==> src/rtl/spe_pkg.sv <==
// Package with the shared constants, types and codes of the sparse polynomial evaluator.
`timescale 1ns / 1ps
`default_nettype none
package spe_pkg;

  localparam int MAX_TERMS   = 16;
  localparam int DATA_W      = 32;
  localparam int EXP_W       = 6;
  localparam int TERM_IDX_W  = (MAX_TERMS > 1) ? $clog2(MAX_TERMS) : 1;
  localparam int TERM_CNT_W  = $clog2(MAX_TERMS + 1);
  localparam int POW_IDX_W   = $clog2(EXP_W);

  localparam int CMD_Q_DEPTH = 4;
  localparam int CMD_Q_PTR_W = $clog2(CMD_Q_DEPTH);
  localparam int CMD_Q_CNT_W = $clog2(CMD_Q_DEPTH + 1);

  localparam int RES_Q_DEPTH = 2;
  localparam int RES_Q_PTR_W = $clog2(RES_Q_DEPTH);
  localparam int RES_Q_CNT_W = $clog2(RES_Q_DEPTH + 1);

  typedef enum logic {
    KIND_ADD  = 1'b0,
    KIND_EVAL = 1'b1
  } kind_t;

  // One classified request: the operand is the coefficient of an add or the
  // point of an evaluate.
  typedef struct packed {
    kind_t              kind;
    logic               first_term;
    logic [DATA_W-1:0]  operand;
    logic [EXP_W-1:0]   exponent;
  } cmd_t;

  typedef struct packed {
    logic valid;
    cmd_t cmd;
  } cmd_req_t;

  typedef struct packed {
    logic [DATA_W-1:0] coef;
    logic [EXP_W-1:0]  exp;
  } term_t;

  typedef struct packed {
    logic [DATA_W-1:0] poly_value;
    logic              terms_dropped;
  } res_t;

  typedef enum logic [2:0] {
    ST_IDLE,
    ST_POW,
    ST_READ,
    ST_LOAD,
    ST_MUL,
    ST_ACC,
    ST_DONE
  } back_state_t;

endpackage : spe_pkg
`default_nettype wire

==> src/rtl/spe_front.sv <==
// Front end: accepts requests, classifies them and holds them in a short command queue.
`timescale 1ns / 1ps
`default_nettype none
module spe_front (
  input  logic                       clk,
  input  logic                       rst,
  input  logic                       push,
  output logic                       full,
  input  logic                       kind,
  input  logic                       first_term,
  input  logic signed [31:0]         coefficient,
  input  logic [5:0]                 exponent,
  input  logic signed [31:0]         eval_point,
  output spe_pkg::cmd_req_t          cmd_req,
  input  logic                       cmd_pop
);
  import spe_pkg::*;

  cmd_t                   entries [CMD_Q_DEPTH];
  logic [CMD_Q_PTR_W-1:0] wr_ptr;
  logic [CMD_Q_PTR_W-1:0] rd_ptr;
  logic [CMD_Q_CNT_W-1:0] count;
  cmd_t                   cmd_in;
  logic                   do_push;
  logic                   do_pop;

  // An evaluate carries its point in the operand slot, an add its coefficient.
  always_comb begin
    cmd_in.kind       = kind_t'(kind);
    cmd_in.first_term = first_term;
    cmd_in.operand    = (kind_t'(kind) == KIND_EVAL) ? eval_point : coefficient;
    cmd_in.exponent   = exponent;
  end

  assign full          = (count == CMD_Q_CNT_W'(CMD_Q_DEPTH));
  assign do_push       = push && !full;
  assign do_pop        = cmd_pop && cmd_req.valid;
  assign cmd_req.valid = (count != '0);
  assign cmd_req.cmd   = entries[rd_ptr];

  always_ff @(posedge clk) begin
    if (do_push) begin
      entries[wr_ptr] <= cmd_in;
    end
  end

  always_ff @(posedge clk) begin
    if (rst) begin
      wr_ptr <= '0;
      rd_ptr <= '0;
      count  <= '0;
    end else begin
      if (do_push) begin
        wr_ptr <= (wr_ptr == CMD_Q_PTR_W'(CMD_Q_DEPTH - 1)) ? '0 : wr_ptr + 1'b1;
      end
      if (do_pop) begin
        rd_ptr <= (rd_ptr == CMD_Q_PTR_W'(CMD_Q_DEPTH - 1)) ? '0 : rd_ptr + 1'b1;
      end
      unique case ({do_push, do_pop})
        2'b10:   count <= count + 1'b1;
        2'b01:   count <= count - 1'b1;
        default: count <= count;
      endcase
    end
  end

endmodule : spe_front
`default_nettype wire

==> src/rtl/spe_back.sv <==
// Back end: term table, shared multiplier and the sequencer that executes requests.
`timescale 1ns / 1ps
`default_nettype none
module spe_back (
  input  logic                 clk,
  input  logic                 rst,
  input  spe_pkg::cmd_req_t    cmd_req,
  output logic                 cmd_pop,
  output logic                 res_push,
  output spe_pkg::res_t        res,
  input  logic                 res_full
);
  import spe_pkg::*;

  back_state_t              state;
  back_state_t              state_next;

  term_t                    mem [MAX_TERMS];
  term_t                    rd_data;
  logic [TERM_IDX_W-1:0]    rd_addr;
  logic                     mem_we;
  logic [TERM_CNT_W-1:0]    wr_idx;
  logic                     add_ok;

  logic [TERM_CNT_W-1:0]    term_count;
  logic                     overflow_seen;
  logic [TERM_CNT_W-1:0]    term_idx;

  logic [DATA_W-1:0]        x_pow [EXP_W];
  logic [DATA_W-1:0]        sq;
  logic [POW_IDX_W-1:0]     pow_idx;
  logic [POW_IDX_W-1:0]     bit_idx;
  logic [EXP_W-1:0]         exp_reg;
  logic [DATA_W-1:0]        acc;
  logic [DATA_W-1:0]        sum;

  logic [DATA_W-1:0]        mul_a;
  logic [DATA_W-1:0]        mul_b;
  logic [2*DATA_W-1:0]      mul_full;
  logic [DATA_W-1:0]        mul_p;

  // Only the low word of each product is kept, so everything wraps at 32 bits.
  assign mul_full = mul_a * mul_b;
  assign mul_p    = mul_full[DATA_W-1:0];

  assign wr_idx  = cmd_req.cmd.first_term ? '0 : term_count;
  assign add_ok  = cmd_req.cmd.first_term || (term_count != TERM_CNT_W'(MAX_TERMS));
  assign rd_addr = term_idx[TERM_IDX_W-1:0];

  // Next state.
  always_comb begin
    state_next = state;
    unique case (state)
      ST_IDLE: begin
        if (cmd_req.valid && (cmd_req.cmd.kind == KIND_EVAL)) begin
          state_next = (EXP_W > 1) ? ST_POW : ST_READ;
        end
      end
      ST_POW: begin
        if (pow_idx == POW_IDX_W'(EXP_W - 1)) begin
          state_next = ST_READ;
        end
      end
      ST_READ: begin
        state_next = (term_idx == term_count) ? ST_DONE : ST_LOAD;
      end
      ST_LOAD: state_next = ST_MUL;
      ST_MUL: begin
        if (bit_idx == POW_IDX_W'(EXP_W - 1)) begin
          state_next = ST_ACC;
        end
      end
      ST_ACC:  state_next = ST_READ;
      ST_DONE: begin
        if (!res_full) begin
          state_next = ST_IDLE;
        end
      end
      default: state_next = ST_IDLE;
    endcase
  end

  // Outputs and multiplier operands.
  always_comb begin
    cmd_pop  = 1'b0;
    mem_we   = 1'b0;
    res_push = 1'b0;
    mul_a    = sq;
    mul_b    = sq;
    unique case (state)
      ST_IDLE: begin
        cmd_pop = cmd_req.valid;
        mem_we  = cmd_req.valid && (cmd_req.cmd.kind == KIND_ADD) && add_ok;
      end
      ST_MUL: begin
        mul_a = acc;
        mul_b = exp_reg[bit_idx] ? x_pow[bit_idx] : DATA_W'(1);
      end
      ST_DONE: res_push = !res_full;
      default: ;
    endcase
  end

  assign res.poly_value    = sum;
  assign res.terms_dropped = overflow_seen;

  always_ff @(posedge clk) begin
    if (mem_we) begin
      mem[wr_idx[TERM_IDX_W-1:0]] <= '{coef: cmd_req.cmd.operand, exp: cmd_req.cmd.exponent};
    end
    rd_data <= mem[rd_addr];
  end

  always_ff @(posedge clk) begin
    if (rst) begin
      state         <= ST_IDLE;
      term_count    <= '0;
      overflow_seen <= 1'b0;
    end else begin
      state <= state_next;
      if (state == ST_IDLE && cmd_req.valid && cmd_req.cmd.kind == KIND_ADD) begin
        if (add_ok) begin
          term_count <= wr_idx + 1'b1;
        end else begin
          overflow_seen <= 1'b1;
        end
      end
      if (res_push) begin
        overflow_seen <= 1'b0;
      end
    end
  end

  // Datapath registers.
  always_ff @(posedge clk) begin
    unique case (state)
      ST_IDLE: begin
        sq       <= cmd_req.cmd.operand;
        x_pow[0] <= cmd_req.cmd.operand;
        pow_idx  <= POW_IDX_W'(1);
        sum      <= '0;
        term_idx <= '0;
      end
      ST_POW: begin
        sq             <= mul_p;
        x_pow[pow_idx] <= mul_p;
        pow_idx        <= pow_idx + 1'b1;
      end
      ST_LOAD: begin
        acc     <= rd_data.coef;
        exp_reg <= rd_data.exp;
        bit_idx <= '0;
      end
      ST_MUL: begin
        acc     <= mul_p;
        bit_idx <= bit_idx + 1'b1;
      end
      ST_ACC: begin
        sum      <= sum + acc;
        term_idx <= term_idx + 1'b1;
      end
      default: ;
    endcase
  end

endmodule : spe_back
`default_nettype wire

==> src/rtl/spe_res_q.sv <==
// Result queue that holds finished results until the consumer pops them.
`timescale 1ns / 1ps
`default_nettype none
module spe_res_q (
  input  logic                clk,
  input  logic                rst,
  input  logic                res_push,
  input  spe_pkg::res_t       res,
  output logic                res_full,
  input  logic                pop,
  output logic                empty,
  output logic signed [31:0]  poly_value,
  output logic                terms_dropped
);
  import spe_pkg::*;

  res_t                   entries [RES_Q_DEPTH];
  logic [RES_Q_PTR_W-1:0] wr_ptr;
  logic [RES_Q_PTR_W-1:0] rd_ptr;
  logic [RES_Q_CNT_W-1:0] count;
  logic                   do_push;
  logic                   do_pop;

  assign res_full      = (count == RES_Q_CNT_W'(RES_Q_DEPTH));
  assign empty         = (count == '0);
  assign do_push       = res_push && !res_full;
  assign do_pop        = pop && !empty;
  assign poly_value    = entries[rd_ptr].poly_value;
  assign terms_dropped = entries[rd_ptr].terms_dropped;

  always_ff @(posedge clk) begin
    if (do_push) begin
      entries[wr_ptr] <= res;
    end
  end

  always_ff @(posedge clk) begin
    if (rst) begin
      wr_ptr <= '0;
      rd_ptr <= '0;
      count  <= '0;
    end else begin
      if (do_push) begin
        wr_ptr <= (wr_ptr == RES_Q_PTR_W'(RES_Q_DEPTH - 1)) ? '0 : wr_ptr + 1'b1;
      end
      if (do_pop) begin
        rd_ptr <= (rd_ptr == RES_Q_PTR_W'(RES_Q_DEPTH - 1)) ? '0 : rd_ptr + 1'b1;
      end
      unique case ({do_push, do_pop})
        2'b10:   count <= count + 1'b1;
        2'b01:   count <= count - 1'b1;
        default: count <= count;
      endcase
    end
  end

endmodule : spe_res_q
`default_nettype wire

==> src/rtl/sparse_polynomial_evaluator_core.sv <==
// Top level of the sparse polynomial evaluator: command queue, execution unit and result queue.
`timescale 1ns / 1ps
`default_nettype none
// The block keeps a table of up to 16 terms, each a signed 32-bit coefficient
// and a 6-bit exponent. An add request appends a term (with first_term set it
// starts a new polynomial at entry 0); an add to a full table is dropped and
// the next result reports it in terms_dropped. An evaluate request returns
// the sum of coefficient * x^exponent over the stored terms, wrapped to 32
// bits, and an empty table gives 0. Add requests produce no result. Requests
// enter a four-deep command queue and are executed strictly in order by one
// execution unit, so the front can keep taking requests while an evaluation
// runs. The execution unit handles an add while it is idle. An evaluate first
// latches x, builds x^1, x^2, ..., x^32 by repeated squaring, then per term
// does the registered table read, loads the term, multiplies once per
// exponent bit through the single shared 32x32 multiplier and accumulates,
// and finally hands the result over. Results wait in a two-deep result
// queue; when it is full the execution unit holds its finished result until
// the consumer pops one. Reset is synchronous and clears the term count and
// the dropped-add flag; the table contents need no clearing because only
// entries below the count are ever used.
module sparse_polynomial_evaluator_core (
  input  logic               clk,
  input  logic               rst,
  input  logic               push,
  output logic               full,
  input  logic               kind,
  input  logic               first_term,
  input  logic signed [31:0] coefficient,
  input  logic [5:0]         exponent,
  input  logic signed [31:0] eval_point,
  output logic               empty,
  input  logic               pop,
  output logic signed [31:0] poly_value,
  output logic               terms_dropped
);
  import spe_pkg::*;

  cmd_req_t cmd_req;
  logic     cmd_pop;
  logic     res_push;
  res_t     res;
  logic     res_full;

  // Front end: takes a request whenever the command queue has room.
  spe_front u_front (
    .clk         (clk),
    .rst         (rst),
    .push        (push),
    .full        (full),
    .kind        (kind),
    .first_term  (first_term),
    .coefficient (coefficient),
    .exponent    (exponent),
    .eval_point  (eval_point),
    .cmd_req     (cmd_req),
    .cmd_pop     (cmd_pop)
  );

  // Execution unit: owns the term table and the multiplier.
  spe_back u_back (
    .clk      (clk),
    .rst      (rst),
    .cmd_req  (cmd_req),
    .cmd_pop  (cmd_pop),
    .res_push (res_push),
    .res      (res),
    .res_full (res_full)
  );

  // Result queue: decouples finished results from the consumer.
  spe_res_q u_res_q (
    .clk           (clk),
    .rst           (rst),
    .res_push      (res_push),
    .res           (res),
    .res_full      (res_full),
    .pop           (pop),
    .empty         (empty),
    .poly_value    (poly_value),
    .terms_dropped (terms_dropped)
  );

endmodule : sparse_polynomial_evaluator_core
`default_nettype wire
==> config.mk <==
export PLATFORM = sky130hd
export DESIGN_NAME = sparse_polynomial_evaluator_core
export DESIGN_NICKNAME = d
export VERILOG_FILES = /design/src/rtl/spe_pkg.sv /design/src/rtl/spe_front.sv /design/src/rtl/spe_back.sv /design/src/rtl/spe_res_q.sv /design/src/rtl/sparse_polynomial_evaluator_core.sv
export SDC_FILE = /design/constraint.sdc
export NUM_CORES = 2
export LEC_CHECK = 0
export BUFFER_PORTS_ARGS = -buffer_cell sky130_fd_sc_hd__buf_2
export CAP_MARGIN = 20
export CORE_ASPECT_RATIO = 0.9
export CORE_MARGIN = 2
export CORE_UTILIZATION = 58
export CTS_BUF_LIST = sky130_fd_sc_hd__clkbuf_16
export DETAILED_ROUTE_END_ITERATION = 16
export PLACE_DENSITY = 0.77
export SLEW_MARGIN = 20
export SYNTH_ARGS = -nofsm -noshare
export SYNTH_HDL_FRONTEND = slang
export SYNTH_SLANG_ARGS = --single-unit
==> constraint.sdc <==
create_clock -name clk -period 8.7 [get_ports clk]
set_input_delay 1.74 -clock clk [delete_from_list [all_inputs] [get_ports clk]]
set_output_delay 1.74 -clock clk [all_outputs]
set_load 0.005 [all_outputs]
-- Yosys cells after proc, flatten, opt, wreduce, memory -nomap -nowiden
Memories as Yosys holds them, arrays and structs flattened. A register that Yosys moved wholly into a read port is not among the register bits.
Cells that the tools add are included.
- memories kept: 4
- bits of input ports: 76
- RAM bits: 1026
- register bits after elaboration: 133
- output and inout port bits: 35
- word-level logic and storage cells: 131
- memories (memory ; depth ; width ; rd ports ; clocked after Yosys merged registers in ; write ports ; line ; RTL):
    u_back.mem ; 16 ; 38 ; 1 ; 1 ; 1 ; spe_back.sv:18 ; term_t mem [MAX_TERMS];
    u_back.x_pow ; 6 ; 32 ; 1 ; 1 ; 1 ; spe_back.sv:29 ; logic [DATA_W-1:0] x_pow [EXP_W];
    u_front.entries ; 4 ; 40 ; 1 ; 1 ; 1 ; spe_front.sv:19 ; cmd_t entries [CMD_Q_DEPTH];
    u_res_q.entries ; 2 ; 33 ; 1 ; 1 ; 1 ; spe_res_q.sv:17 ; res_t entries [RES_Q_DEPTH];
- reductions and logical operators: 26
- multipliers: 1
- muxes and demuxes: 46
- order comparisons: 1
- equal/unequal tests: 22
- bitwise gates (word level): 2
- add/sub/neg operators: 13
- operators with widths (kind ; number):
    $pmux W32 S2 ; 3
    $mux W32 ; 5
    $add A32 B32 Y32 ; 1
    $mul A32 B32 Y32 ; 1
    $reduce_or A32 Y1 ; 1
    $mux W3 ; 7
    $pmux W3 S7 ; 1
    $mux W1 ; 19
    $eq A3 B3 Y1 const B ; 6
    $pmux W3 S2 ; 3
    $add A5 B1 Y5 const B ; 2
    $eq A2 B2 Y1 const B ; 5
    $pmux W5 S2 ; 1
    $reduce_bool A2 Y1 ; 5
    $add A3 B1 Y3 const B ; 3
    $logic_and A1 B1 Y1 ; 9
    $mux W2 ; 4
    $add A2 B1 Y2 const B ; 3
    $eq A3 B2 Y1 const B ; 2
    $ne A2 B1 Y1 const B ; 3
    $eq A5 B5 Y1 ; 1
    $mux W5 ; 1
    $ne A5 B5 Y1 const B ; 1
    $eq A2 B1 Y1 const B ; 2
    17 further kinds ; 22

-- Longest topological paths before layout
- depth after elaboration: 6
- mapped depth: 37
- depth with buffers taken out: 31

-- By module
Synthesis repeated with hierarchy kept, for this count alone.
- cell total of the unflattened synthesis: 4176
- area, all modules: 62925.4 µm²
- by module, submodules not included (module ; instances ; cells each ; area each (µm²) ; seq. area each (µm²)):
    spe_back ; 1 ; 3748 ; 53694.0 ; 28387.2
    spe_front ; 1 ; 299 ; 6635.1 ; 4984.8
    spe_res_q ; 1 ; 129 ; 2596.2 ; 2082.0

-- Worst setup path after synthesis
No wires, ideal clock.
- kind: reg2reg
- start: register u_back.bit_idx[0]
- end: register u_back.sq[30], data pin
- cell stages (with the launch flop): 33
- library setup time: 0.268 ns
- path slack: -0.319 ns
- clock period less this slack: 9.019 ns
- arrival: 8.751 ns
- data required time: 8.432 ns
- path buffers: 4
- cell sequence: edfxtp_1 -> mux4_2 -> and2b_4 -> nor3_4 -> buf_6 -> buf_2 -> or3_1 -> clkbuf_1 -> clkbuf_1 -> nor2_1 -> fa_1 -> fa_1 -> fa_1 -> inv_1 -> fa_1 -> inv_1 -> fa_1 -> inv_1 -> fa_1 -> inv_1 -> fa_1 -> fa_1 -> ha_1 -> a21o_1 -> a21oi_1 -> o21bai_1 -> a21o_1 -> a21o_1 -> a21oi_1 -> a31oi_1 -> o221a_2 -> o21a_1 -> o31ai_1
- longest elaborated chain between the ends: 6
- ends and longest elaborated chain (item ; line ; RTL):
    start: declaration ; spe_back.sv:32 ; logic [POW_IDX_W-1:0] bit_idx;
    start signal: assignment ; spe_back.sv:156 ; bit_idx <= bit_idx + 1'b1;
    $bmux W1 S3 ; spe_back.sv:97 ; mul_b = exp_reg[bit_idx] ? x_pow[bit_idx] : DATA_W'(1);
    $mux W1 (not written as such) ; spe_back.sv:97 ;
    $mux W32 ; spe_back.sv:97 ;
    $mux W32 ; spe_back.sv:90 ; unique case (state)
    $mul A32 B32 Y32 ; spe_back.sv:43 ; assign mul_full = mul_a * mul_b;
    $pmux W32 S2 ; spe_back.sv:136 ; unique case (state)
    end signal: assignment ; spe_back.sv:138 ; sq <= cmd_req.cmd.operand;
    end signal: assignment ; spe_back.sv:145 ; sq <= mul_p;
    end: declaration ; spe_back.sv:30 ; logic [DATA_W-1:0] sq;
Every way passes these cells. The select of a mux whose other input is x is not followed.
A chain may end at the register's enable or synchronous reset.

==> qor.yml <==
crit_path_end_kind: "flip-flop"
routabilityCongestion: 0.995
grt_pass1_wl_um: 254000
firstDrtPassIters: 6
critical_path.top_delay_family: "adder cells"
dpl.cell_count: 5827
cp_max_fo: 10
grt_remaining_overflow: 0
viasPerCell: 6.21
post-synth-top-count-cell: "edfxtp_1"
clockBufferDepth: 3
cts_tree: "done"
core_area_mm2: 0.108
critical_path_class: "flip-flop to flip-flop"
tightest_slew_ns: 1.06
die_w_um: 351
r2r_cells: 29
ys_async_sr_fraction: 0
min_period_ns: 8.67
cp-start-kind: "flip-flop"
largest_reg_flops: 608
num_rows: 114
grt_antenna_before_repair: 5
fin_nets: 5182
path_clk_slew_ns: 0.06
slowest_delay_ns: 0.56
h-tree-depth: 3
grt_usage: 0.317
finalClockSkew_ns: 0.0855
synth_edf_count: 1139
die-area_mm2: 0.111
dr_total_vias: 37700
syn-cell-area_mm2: 0.0630
relSlewSlack: 0.292
synth_commonest_cells: "edfxtp_1, nor2_1, inv_1, fa_1, nand2_1"
ant_nets: 0
outcome: "finished, final reports clean"
synth_cells: 4179
grt_setup_unrepaired: "true"
yosys-top-cells-area: "edfxtp_1, fa_1, mux4_2, ha_1, nor2_1"
slowest_stage: "mux4_2"
cp.depth: 29
yosysTopAreaCell: "edfxtp_1"
clk_latency_ns: 0.73
maxCapViolCount: 0
grt_max_degree: 143
cts.sinks: 1203
synth_ff_type: "edfxtp_1"
dp_hpwl_um: 113000
cp.required_ns: 9.12
min_period_over_period: 0.997
die_h_um: 317
cts-buffers-inserted: 108
finalSetupViolations: 0
grt_pass1_vias: 38600
syn_nets: 4835
synth-seq-area-share: 0.564
drc: 0
cp_num_buf_inv: 5
drtIter0Drc: 4581
initial_utilization: 0.585
worst_hold_path_type: "flip-flop to flip-flop"
clockRootBuffer: "clkbuf_16"
ys_ff_latch: 1203
cts_hold_buf: 0
cpMostUsedCell: "fa_1"
routed_wl_um: 174000
cp-endpoint: "u_back.x_pow[1][31]"
placed_area_mm2: 0.0670
clock.fmax_ghz: 0.115
hold_violations: 0
r2r_end: "u_back.x_pow[1][31]"
port-buffer-count: 110
synth_cell_types: 73
ios: 111
syn_area_per_cell_um2: 15.1
fin_cells: 6071
synth_top_cell_area_share: 0.543
drive_gt1_frac: 0.242
syn_to_final_growth_pct: 13.5
cp.arrival_ns: 9.10
slew_viol_final: 0
ys_warn_count: 0
final_cell_area_mm2: 0.0715
wl_per_cell_um: 28.6
rrSetupSlack_ns: 0.03
==> worst reg2reg max path: cells and delay by family (launching register included) <==
kind,cells,cell delay (ns)
adders and majority gates,8,3.82
xor gates and xnor gates,10,2.04
muxes,2,0.90
buffers and inverters,5,0.70
DFF,1,0.44
AOI/OAI and AO/OA,2,0.31
and+or+nand+nor,2,0.21
==> placed cells by master, fill, tap and decap left out, types with 110 or more instances in the layout <==
cell type,Yosys,layout
mux4_2,263,263
ha_1,170,161
edfxtp_1,1139,1139
buf_4,7,260
clkbuf_16,0,112
buf_2,16,111
fa_1,410,393
inv_1,411,428
nor2_1,430,412
mux2_2,110,110
nand2_1,324,322
==> per-stage QoR <==
| stage | utilization | hold slack [ns] | TNS [ns] | worst slack [ns] |
|---|---|---|---|---|
| floorplan | - | 0.386 | 0 | 0.0213 |
| global placement | 0.623 | 0.467 | -2.98 | -0.117 |
| detailed placement | 0.623 | 0.466 | -13.76 | -0.388 |
| CTS | 0.657 | 0.475 | 0 | 0.000623 |
| global route | 0.664 | 0.482 | -3.87 | -0.201 |
| finish | 0.664 | 0.478 | 0 | 0.0257 |
==> metal layers <==
| metal | share of wire | GRT usage |
|---|---|---|
| met5 | 0.00024 | 0 |
| met3 | 0.095 | 0.0521 |
| met4 | 0.044 | 0.122 |
| met2 | 0.48 | 0.513 |
| met1 | 0.38 | 0.440 |
==> what timing repair did <==
action	CTS	global route
gates cloned	1	6
pin swaps	25	71
gates resized for setup	26	108
buffers inserted	8	24
hold endpoints to repair	0	0
endpoints found under the setup margin	56	105
==> kinds of logic after synthesis <==
family | synth area share
flops | 0.564
simple gates | 0.0676
buf+inv | 0.0383
fa+ha+maj | 0.164
mux | 0.120
compound gates | 0.0297
xor+xnor | 0.0167
==> area by class of cell <==
type / instances / area [µm²]
Clock buffer: 108 / 2700
Timing Repair Buffer: 427 / 3500
Multi-Input combinational cell: 2375 / 25700
Antenna cell: 2 / 5.00
Inverter: 411 / 1540
Tap cell: 1450 / 1810
Sequential cell: 1203 / 35500
Fill cell: 7282 / 36100
Clock inverter: 95 / 704
==> how the worst min path moves through the flow <==
| stage | to | cells after the start | startpoint | slack [ns] |
|---|---|---|---|---|
| 3_5_place_dp | flip-flop | 2 | u_front.rd_ptr[1] | 0.47 |
| 4_1_cts | u_res_q.entries[0][29] | 0 | u_back.sum[28] | 0.48 |
| 5_1_grt | u_res_q.entries[0][29] | 0 | u_back.sum[28] | 0.48 |
| 6_report | u_res_q.entries[1][29] | 0 | u_back.sum[28] | 0.48 |
| 3_3_place_gp | flip-flop | 2 | u_front.rd_ptr[1] | 0.47 |
| 2_1_floorplan | u_back.exp_reg[0] | 0 | u_back.rd_data[0] | 0.39 |
Power is not shown: default switching activity piles up to over one toggle a cycle in this logic, so the estimate is an artifact.
